===== src/hdl/assert_macros.svh =====
// Assertion helpers for the RTL.
`ifndef ASSERT_MACROS_SVH
`define ASSERT_MACROS_SVH

// Property checked at every rising clock edge outside reset.
`define ASSERT_CLK(label, prop, msg) \
   label: assert property (@(posedge clock) disable iff (reset) (prop)) else $error(msg);

// Antecedent implies consequent in the next cycle.
`define ASSERT_NEXT(label, ante, cons, msg) \
   label: assert property (@(posedge clock) disable iff (reset) (ante) |=> (cons)) \
      else $error(msg);

`endif


===== src/hdl/pafl_ram.sv =====
module pafl_ram #(
   parameter int WIDTH = 8,
   parameter int DEPTH = 64
) (
   input  logic                     clock,
   input  logic                     wr_en,
   input  logic [$clog2(DEPTH)-1:0] wr_addr,
   input  logic [WIDTH-1:0]         wr_data,
   input  logic [$clog2(DEPTH)-1:0] rd_addr,
   output logic [WIDTH-1:0]         rd_data
);

   logic [WIDTH-1:0] mem [DEPTH];
   logic [WIDTH-1:0] rd_data_ff;

   always_ff @(posedge clock) begin
      if (wr_en) begin
         mem[wr_addr] <= wr_data;
      end
      rd_data_ff <= mem[rd_addr];
   end

   assign rd_data = rd_data_ff;

endmodule


===== config.mk =====
export PLATFORM = sky130hd
export DESIGN_NAME = pafl_ram
export DESIGN_NICKNAME = d
export VERILOG_FILES = /design/src/hdl/assert_macros.svh /design/src/hdl/pafl_ram.sv
export SDC_FILE = /design/constraint.sdc
export NUM_CORES = 1
export LEC_CHECK = 0
export ABC_AREA = 1
export BUFFER_PORTS_ARGS = -buffer_cell sky130_fd_sc_hd__buf_2
export CAP_MARGIN = 20
export CORE_MARGIN = 5
export CORE_UTILIZATION = 67
export DETAILED_ROUTE_END_ITERATION = 10
export PLACE_DENSITY = 0.84
export SLEW_MARGIN = 30
export SYNTH_ARGS = -nofsm -noshare
export SYNTH_HDL_FRONTEND = slang
export SYNTH_SLANG_ARGS = --single-unit

===== constraint.sdc =====
create_clock -name clock -period 4 [get_ports clock]
set_input_delay 0.2 -clock clock [delete_from_list [all_inputs] [get_ports clock]]
set_output_delay 0.2 -clock clock [all_outputs]
set_load 0.01 [all_outputs]

* Word-level counts from Yosys, hierarchy flattened *
Memories as Yosys holds them, arrays and structs flattened. A register that Yosys moved wholly into a read port is not among the register bits.
Index checks and enable logic that the tools add are counted.

storage, ports and cells
  register bits after elaboration = 0
  RAM bits = 512
  bits of input ports = 22
  output and inout port bits = 8
  word-level logic and storage cells = 3
  memories kept = 1

memories
  memory  words  width  read ports  clocked after Yosys merged registers in  wr ports  RTL line        RTL
  mem     64     8      1           1                                        1         pafl_ram.sv:13  logic [WIDTH-1:0] mem [DEPTH];

operators by class
  muxes and demuxes = 2

operators with widths
  cell               number
  1-bit two-way mux  2

* Longest topological paths before layout *
Gate-level depths: netlist (run 1).

  depth after elaboration = 2
  gate-level depth with buffers = 12
  mapped depth without buffers = 9

* Worst setup path after synthesis (run 1) *
No wires, ideal clock.

  path kind = input -> register
  from = in wr_en
  to = mem mem[48][0], enable pin
  data arrival time = 1571 ps
  required time = 3605 ps
  slack = 2034 ps
  cell stages on the path = 3
  buffers on the path = 1
  cell sequence = clkbuf_1 nand4_1 nor4_1

on the way
  cells in the longest elaborated chain, start to end = 2

RTL lines
  what                                     RTL line        RTL
  start, declared                          pafl_ram.sv:6   input logic wr_en,
  1-bit two-way mux                        pafl_ram.sv:17  if (wr_en) begin
  1-bit two-way mux (implied by the code)  pafl_ram.sv:18  mem[wr_addr] <= wr_data;
  end, declared                            pafl_ram.sv:13

Every way passes these cells.

* Worst setup path after layout (run 1) *
  from = in wr_addr[0]
  to = mem mem[22][2], enable pin

RTL lines
  what             RTL line       RTL
  start, declared  pafl_ram.sv:7  input logic [$clog2(DEPTH)-1:0] wr_addr,

No word-level cell before the write port.

==> reports/qor.yml, run 1 <==
outcome:
  outcome: "complete, no violations"
global_routing:
  antenna_found_initial: 1
  grt.overflow.total: 0
  grt_pass1_wl_mm: 79.2
  grt_max_degree: 172
  grt_pass1_vias: 13663
  track_usage_pct: 29.1
finish:
  fin_area_mm2: 0.0230
  area_growth_pct: 7.84
  instances_no_fill: 2244
  fillCellCount: 1929
  nNetsFinal: 1823
  drive_gt1_share_pct: 6.84
clocking:
  cts_hold_buffers: 0
  clk_pin_slew_ps: 60
  cts_resized: 0
  post_cts_buffers: 0
  cts_buffer_depth: 3
  clock_latency_ps: 560
  htree_num_levels: 2
  cts-root-buf: "clkbuf_16"
  clock-sinks: 520
  cts_buffers: 49
  cts_tree: "built"
timing:
  min_period_ps: 2010
  rsz0062_at_grt: "no"
  tns_ps: 0
  fin_crit_sh_pct: 50.3
  maxSlewViolCount: 0
  worst_pin_slew_ps: 1020
  final-hold-violation-count: 0
  setup_viol: 0
  hold_slack_ps: 35.8
  relSlewSlack_pct: 32.0
  clock_skew_ps: 17.7
  fmax_mhz: 497
critical_path:
  ff2ff_setup_slack_ps: 2630
  critical_path_class: "in2reg"
  required_ps: 4180
  timing.rr.start: "mem[19][5]"
  reg2regPathDepth: 8
  arrival_ps: 2190
  r2r-end: "rd_data[5]"
  endpoint_kind: "flop"
  path_max_fanout: 9
  start_kind: "input pin"
pwr:
  power_uw: 11300
  ir_worst_vdd_uv: 311
  power.density_mw_per_mm2: 489
  leakage_uw: 0.00829
hold_path:
  worstHoldEndpoint: "rd_data[7]"
  min_path_cells: 3
  hp-class: "in2reg"
  worstHoldStart: "rd_addr[5]"
detailed_routing:
  via_per_inst: 6.39
  drc: 0
  routed_wirelength_mm: 52.2
  drt-initial-drc-count: 2306
  wire_per_inst_um: 23.3
  antenna_left: 0
  drtPass1Iterations: 6
  vias: 14336
floorplan:
  fp-row-count: 65
  coreArea_mm2: 0.0315
  start_util_pct: 67.8
  dieArea_mm2: 0.0355
  die_y_um: 188
  io_pins: 30
  die_w_um: 188
synth:
  ys_types: 16
  synth-seq-cells: 520
  netlist_area_mm2: 0.0213
  syn_inst: 1805
  yosys_warnings: 0
  synth_nets: 1827
  avgSynthCellArea_um2: 11.8
  ys_seq_area_share_pct: 72.8
place:
  dpl_cell_area_mm2: 0.0215
  portBuffers: 29
  numPlacedInstances: 2152
  gp_congestion: 0.876
  hpwl_mm: 28.7
job:
  maxCapViolations: 0
## logic make-up after synthesis
kind of cell,after synthesis,synth area share (%)
buffers and inverters,125,4.02
and+or+nand+nor,1160,23.2
DFF,520,72.8
## per-layer routing
| metal | up-vias | global-route usage [%] | wire [µm] |
|---|---|---|---|
| met5 | - | 0 | 9 |
| met1 | 6737 | 40.8 | 18700 |
| met4 | 2 | 9.78 | 1970 |
| met3 | 154 | 5.28 | 6510 |
| li1 | 6341 | - | - |
| met2 | 1102 | 47.1 | 25000 |
## cell usage after synthesis
cell type  instances  share of area, %
edfxtp_1         512                72
buf_1             10              0.18
nor4_1             8              0.23
inv_1             10              0.18
buf_2             37              0.87
inv_2              1             0.018
buf_4             14              0.49
buf_6             35               1.8
nand2_1          648                11
dfxtp_1            8              0.75
nor2_1            56              0.99
nand3_1          439                10
clkbuf_1          15              0.26
buf_8              2              0.14
nand4_1            9              0.26
inv_6              1             0.041
## power by group
group	internal, µW	total (µW)	switching (µW)
logic	166	696	530
clock network	2580	4510	1920
registers	6030	6050	21.8
total	8780	11300	2480
## cell type report
class                      count  area [µm²]  share of cell area [%]
sequential                   520       15500                    67.5
multi-input combinational   1160        4950                    21.5
clock buffer                  62        1320                    5.73
tap                          402         503                    2.19
timing repair buffer          58         422                    1.83
clock inverter                29         233                    1.01
inverter                      12        53.8                   0.234
antenna                        1        2.50                  0.0109
## through the flow
stage	util [%]	setup slack [ps]
global placement	68.2	1610
global route	73.1	1970
floorplan	-	2030
CTS	73.1	2100
detailed placement	68.2	1530
finish	73.1	1990
## worst max path at each step
stage / from / endpoint / slack [ps] / depth (start not counted)
after floorplan: wr_en / mem[48][0] / 2030 / 3
after global placement: wr_addr[0] / mem[30][5] / 1610 / 4
after detailed placement: wr_addr[0] / mem[30][7] / 1530 / 4
after CTS: wr_addr[0] / mem[30][3] / 2100 / 4
after global routing: wr_addr[0] / mem[22][2] / 1970 / 4
final: wr_addr[0] / mem[22][2] / 1990 / 4
## state kept, by name (all words and copies together) (netlist names)
signal,count
mem,512
rd_data,8
## worst max-delay path, stage by stage
cell	delay, ps
buf_2	160
inv_1	220
nand4_1	730
nor2_1	890
## cell usage in the layout, fill, tap and decap left out
| cell type | netlist | routed |
|---|---|---|
| inv_2 | 1 | 1 |
| clkinv_4 | 0 | 1 |
| nand3_1 | 439 | 439 |
| buf_4 | 14 | 26 |
| clkbuf_1 | 15 | 11 |
| clkbuf_16 | 0 | 51 |
| inv_4 | 0 | 1 |
| nand2_1 | 648 | 648 |
| nand4_1 | 9 | 9 |
| edfxtp_1 | 512 | 512 |
| inv_6 | 1 | 2 |
| buf_2 | 37 | 27 |
| bufinv_16 | 0 | 4 |
| nor2_1 | 56 | 56 |
| nor4_1 | 8 | 8 |
| buf_12 | 0 | 4 |
| dfxtp_1 | 8 | 8 |
| inv_1 | 10 | 8 |
| clkinv_2 | 0 | 8 |
| clkinv_1 | 0 | 16 |
| diode_2 | 0 | 1 |
| buf_6 | 35 | 1 |
(Power assumes the default switching activity.)
==> inputs of run 2 (changes only) <==
ABC_AREA = 0   (was 1)
CORE_UTILIZATION = 62   (was 67)
PLACE_DENSITY = 0.79   (was 0.84)
clock period = 2.1 ns   (was 4 ns; I/O delays follow)
==> run 2 against run 1 <==
Register-to-register slack got worse by 2500 ps. Sequential share of layout area decreased by 1.0 points. Design area increased by 1.6%. Highest routed layer is now met4. Global-route usage decreased by 3.3 points. Clock skew increased by 5.1 ps. Critical path depth unchanged. Critical path type is now reg2reg. Worst hold slack got worse by 12 ps. Largest power group unchanged. Count of clock-buffer cells in the layout increased by 9. Area after synthesis decreased by 5.5%. Wire length decreased by 14%.
==> reports/qor.yml, run 2 <==
global_routing:
  grt_pass1_wl_mm: 68.4
  grt_pass1_vias: 10555
  antenna_found_initial: 0
  grt_max_degree: 65
  track_usage_pct: 25.8
  grt.overflow.total: 0
detailed_routing:
  via_per_inst: 6.51
  drt-initial-drc-count: 1264
  antenna_left: 0
  vias: 10382
  routed_wirelength_mm: 44.9
  drc: 0
  wire_per_inst_um: 28.2
  drtPass1Iterations: 5
clocking:
  clock-sinks: 520
  clk_pin_slew_ps: 60
  clock_latency_ps: 570
  cts-root-buf: "clkbuf_16"
  cts_buffer_depth: 3
  htree_num_levels: 2
  cts_hold_buffers: 3
  cts_tree: "built"
  cts_resized: 0
  post_cts_buffers: 0
  cts_buffers: 49
critical_path:
  timing.rr.start: "mem[51][7]"
  reg2regPathDepth: 4
  endpoint_kind: "flop"
  critPathTopFamily: "multiplexers"
  r2r-end: "rd_data[7]"
  slowest_delay_ps: 500
  cp.depth: 4
  cp_slowest_cell: "mux4_2"
  path_max_fanout: 1
  required_ps: 2530
  ff2ff_setup_slack_ps: 150
  critical_path_class: "reg2reg"
  cpMostUsedCell: "mux4_2"
  arrival_ps: 2370
  critPathBufInv: 0
  path_cells: "mux4_2 -> mux4_2 -> o21ai_0 -> nand2_1"
  start_kind: "flop"
synth:
  synth_top_area_cell: "edfxtp_1"
  netlist_area_mm2: 0.0202
  synth_top_area_share_pct: 76.2
  synth_edf_count: 512
  avgSynthCellArea_um2: 21.5
  yosysMostFrequentCell: "edfxtp_1"
  synth_commonest_cells: "edfxtp_1, mux4_2, nor2_1"
  synth_nets: 962
  syn_inst: 940
  synth-seq-cells: 520
  synth_area_leaders: "edfxtp_1, mux4_2, nor2_1, mux2i_1, dfxtp_1"
  async_flop_share_pct: 0
  ys_types: 40
  yosys_warnings: 0
  synth-main-ff-cell: "edfxtp_1"
  ys_seq_area_share_pct: 77.0
finish:
  diodes: 0
  final_common_cell: "edfxtp_1"
  top_register: "mem"
  area_growth_pct: 15.9
  largest_reg_flops: 512
  drive_gt1_share_pct: 32.6
  final_cell_mix: "edfxtp_1, buf_4, mux4_2"
  nNetsFinal: 1137
pwr:
  leakage_uw: 0.00763
  ir_worst_vdd_uv: 787
  power.density_mw_per_mm2: 910
timing:
  fin_crit_sh_pct: 92.7
  final-hold-violation-count: 0
  clock_skew_ps: 22.8
  fmax_mhz: 514
  worst_pin_slew_ps: 710
  maxSlewViolCount: 0
  tns_ps: 0
  hold_slack_ps: 24.2
  min_period_ps: 1950
  setup_viol: 0
  rsz0062_at_grt: "no"
  relSlewSlack_pct: 52.7
job:
  maxCapViolations: 0
hold_path:
  min_path_cells: 1
  worstHoldStart: "wr_data[6]"
  hp-class: "in2reg"
  worstHoldEndpoint: "mem[58][6]"
outcome:
  outcome: "complete, no violations"
place:
  portBuffers: 29
  gp_congestion: 0.881
  hpwl_mm: 28.2
floorplan:
  io_pins: 30
  die_y_um: 190
  start_util_pct: 62.5
  fp-row-count: 66
  dieArea_mm2: 0.0362
  die_w_um: 190
  coreArea_mm2: 0.0323
## run 2: cell count changes in the layout (fill, tap and decap cells not counted), sizes merged, moves of 13 or more
cell	previous run	this run
nand2	648	19
nand3	439	13
mux4	0	126
buf	58	171
nor2	56	83
mux2i	0	23
nor2b	0	14
clkinv	25	12
mux2	0	13
## run 2: worst max path at each step
stage	slack, ps	end	startpoint
6_report	150	rd_data[7]	mem[51][7]
3_3_place_gp	-30	rd_data[7]	rd_addr[1]
2_1_floorplan	330	rd_data[3]	rd_addr[1]
3_5_place_dp	-80	rd_data[7]	rd_addr[1]
4_1_cts	130	rd_data[7]	mem[51][7]
5_1_grt	90	rd_data[4]	mem[29][4]
## run 2: report_power, final
group          total, µW  internal (µW)  switching [µW]
clock network       8580           4970            3610
registers          11500          11500            38.9
logic               1160            482             676
total              21300          16900            4320
## run 2: cell type report
type | instances | area, µm²
Sequential cell | 520 | 15500
Tap cell | 442 | 553
Clock inverter | 17 | 180
Timing Repair Buffer | 175 | 1430
Clock buffer | 71 | 1360
Fill cell | 1768 | 8920
Multi-Input combinational cell | 369 | 4320
## run 2: cells by family (layout without fill, tap and decap cells)
| family | Yosys count | count (layout) | share of synthesized area [%] |
|---|---|---|---|
| flip-flops | 520 | 520 | 77.0 |
| AO/OA/AOI/OAI | 54 | 54 | 2.07 |
| AND/OR/NAND/NOR | 153 | 153 | 3.39 |
| multiplexers | 162 | 162 | 15.9 |
| buffers and inverters | 51 | 263 | 1.57 |
## run 2: through the flow
step                area [µm²]  util [%]  total power, µW  cells  worst slack [ps]
finish                   23400      72.4            21300   1594               154
global route             23400      72.4            21900   1594              87.5
CTS                      23400      72.4            21300   1594               134
detailed placement       21800      67.5            12900   1503             -76.0
global placement         21800      67.5            12800   1503             -30.9
floorplan                20200         -            12300    940               327
## run 2: routing by layer
metal,wire length (µm),up-vias,global-route usage [%]
li1,-,4279,-
met1,17100,5349,37.8
met2,21200,648,39.3
met3,4730,106,5.75
met4,1810,0,9.42
met5,0,-,0
==> inputs of run 3 (changes only) <==
CELL_PAD_IN_SITES_DETAIL_PLACEMENT = 2   (was unset)
CELL_PAD_IN_SITES_GLOBAL_PLACEMENT = 2   (was unset)
CORE_UTILIZATION = 50   (was 62)
PLACE_DENSITY = unset   (was 0.79)
PLACE_DENSITY_LB_ADDON = 0.1   (was unset)
==> run 3 against run 2 <==
Sequential power about the same. Wire length is 34% higher. Count of clock-buffer cells in the layout shrank 2. Clock skew about the same. Register-to-register slack got worse by 120 ps. Critical path depth increased by 1.
==> reports/qor.yml, run 3 (same netlist as run 2, synthesis figures left out) <==
global_routing:
  antenna_found_initial: 0
  grt_pass1_vias: 11778
  grt.overflow.total: 0
  grt_pass1_wl_mm: 88.0
  grt_max_degree: 65
  track_usage_pct: 27.8
timing:
  setup_slack_ps: 36.5
  clock_skew_ps: 22.6
  tns_ps: 0
  maxSlewViolCount: 0
  rsz0062_at_grt: "no"
  relSlewSlack_pct: 45.6
  worst_pin_slew_ps: 816
  min_period_ps: 2060
  final-hold-violation-count: 0
  setup_viol: 0
  fmax_mhz: 485
  fin_crit_sh_pct: 98.3
place:
  portBuffers: 29
  gp_congestion: 0.796
  hpwl_mm: 39.8
  pre_cts_ws_ps: -469
clocking:
  htree_num_levels: 2
  clock_latency_ps: 610
  clock-sinks: 520
  cts-root-buf: "clkbuf_16"
  post_cts_buffers: 0
  clk_pin_slew_ps: 60
  cts_buffer_depth: 3
  cts_buffers: 53
  cts_tree: "built"
critical_path:
  slowest_delay_ps: 570
  path_cells: "mux4_2 -> nor2b_1 -> a2111oi_0 -> buf_4 -> o41ai_1"
  path_max_fanout: 1
  required_ps: 2580
  start_kind: "flop"
  cp_slowest_cell: "a2111oi_0"
  endpoint_kind: "flop"
  arrival_ps: 2550
  critical_path_class: "reg2reg"
hold_path:
  hp-class: "in2reg"
detailed_routing:
  drtPass1Iterations: 5
  wire_per_inst_um: 35.7
  via_per_inst: 6.32
  antenna_left: 0
  routed_wirelength_mm: 60.4
  vias: 10697
  drt-initial-drc-count: 1157
  drc: 0
finish:
  fillCellCount: 3196
  nNetsFinal: 1146
  area_growth_pct: 17.3
  largest_reg_flops: 512
  drive_gt1_share_pct: 34.0
  final_common_cell: "edfxtp_1"
  final_cell_mix: "edfxtp_1, buf_4, mux4_2"
  top_register: "mem"
floorplan:
  io_pins: 30
  dieArea_mm2: 0.0444
  fp-row-count: 73
  start_util_pct: 50.6
  die_w_um: 211
  die_y_um: 211
  coreArea_mm2: 0.0398
job:
  maxCapViolations: 0
outcome:
  outcome: "complete, no violations"
pwr:
  leakage_uw: 0.00773
  power_uw: 22000
  ir_worst_vdd_uv: 959
  power.density_mw_per_mm2: 932
-- run 3: changes by cell type in the layout (fill, tap and decap cells not counted), sizes merged --
cell / before / now
buf: 171 / 178
clkbuf: 72 / 70
clkinv: 12 / 22
clkinvlp: 0 / 1
diode: 0 / 1
dlygate4sd3: 3 / 1
-- run 3: worst max-delay path, delay by kind of cell, from the launching register on --
family | cells | cell delay, ps
AO/OA/AOI/OAI | 2 | 640
AND/OR/NAND/NOR | 1 | 160
multiplexers | 1 | 520
buffers and inverters | 1 | 250
flip-flops | 1 | 380
-- run 3: worst paths after layout --
kind,start,to,slack (ps),cells after the start
worst max register to register,mem[3][3],rd_data[3],40,5
worst min-delay path,wr_data[2],mem[7][2],30,1
worst min register to register,mem[31][4],rd_data[4],820,3
worst max-delay path,mem[3][3],rd_data[3],40,5
-- run 3: layout make-up --
cell class / instances / area, µm² / share of cell area (%)
tap: 525 / 657 / 2.78
sequential: 520 / 15500 / 65.7
multi-input combinational: 369 / 4330 / 18.3
clock buffer: 69 / 1430 / 6.04
clock inverter: 28 / 236 / 1.00
antenna: 1 / 2.50 / 0.0106
timing repair buffer: 180 / 1460 / 6.16
-- run 3: repair_timing --
action                                 in CTS  in global routing
endpoints found under the hold margin      13                  0
pin swaps                                   1                  0
resized for setup                           3                  1
setup endpoints to repair                   2                  1
hold buffers                                1                  0
-- run 3: power by group --
| part | switching (µW) | internal [µW] | total, µW |
|---|---|---|---|
| Combinational | 779 | 504 | 1280 |
| Clock | 3950 | 5270 | 9220 |
| Sequential | 43.1 | 11500 | 11500 |
| Total | 4770 | 17300 | 22000 |
-- run 3: routing by layer --
layer  part of all wire, %  track usage (%)  vias to the layer above
met5                     0                0                        -
met4                   2.6             7.49                        0
met3                   6.1             4.71                       86
met2                    52             47.2                      465
met1                    40             38.0                     5849
li1                      -                -                     4297
-- run 3: metrics by stage --
stage                     util, %  area (µm²)  hold WS, ps  instances
final                        59.4       23700         29.4       1692
after CTS                    59.4       23600         10.1       1691
after floorplan                 -       20200          204        940
after global routing         59.4       23600         12.0       1691
after global placement       55.1       22000          510       1593
after detailed placement     55.1       22000          517       1593
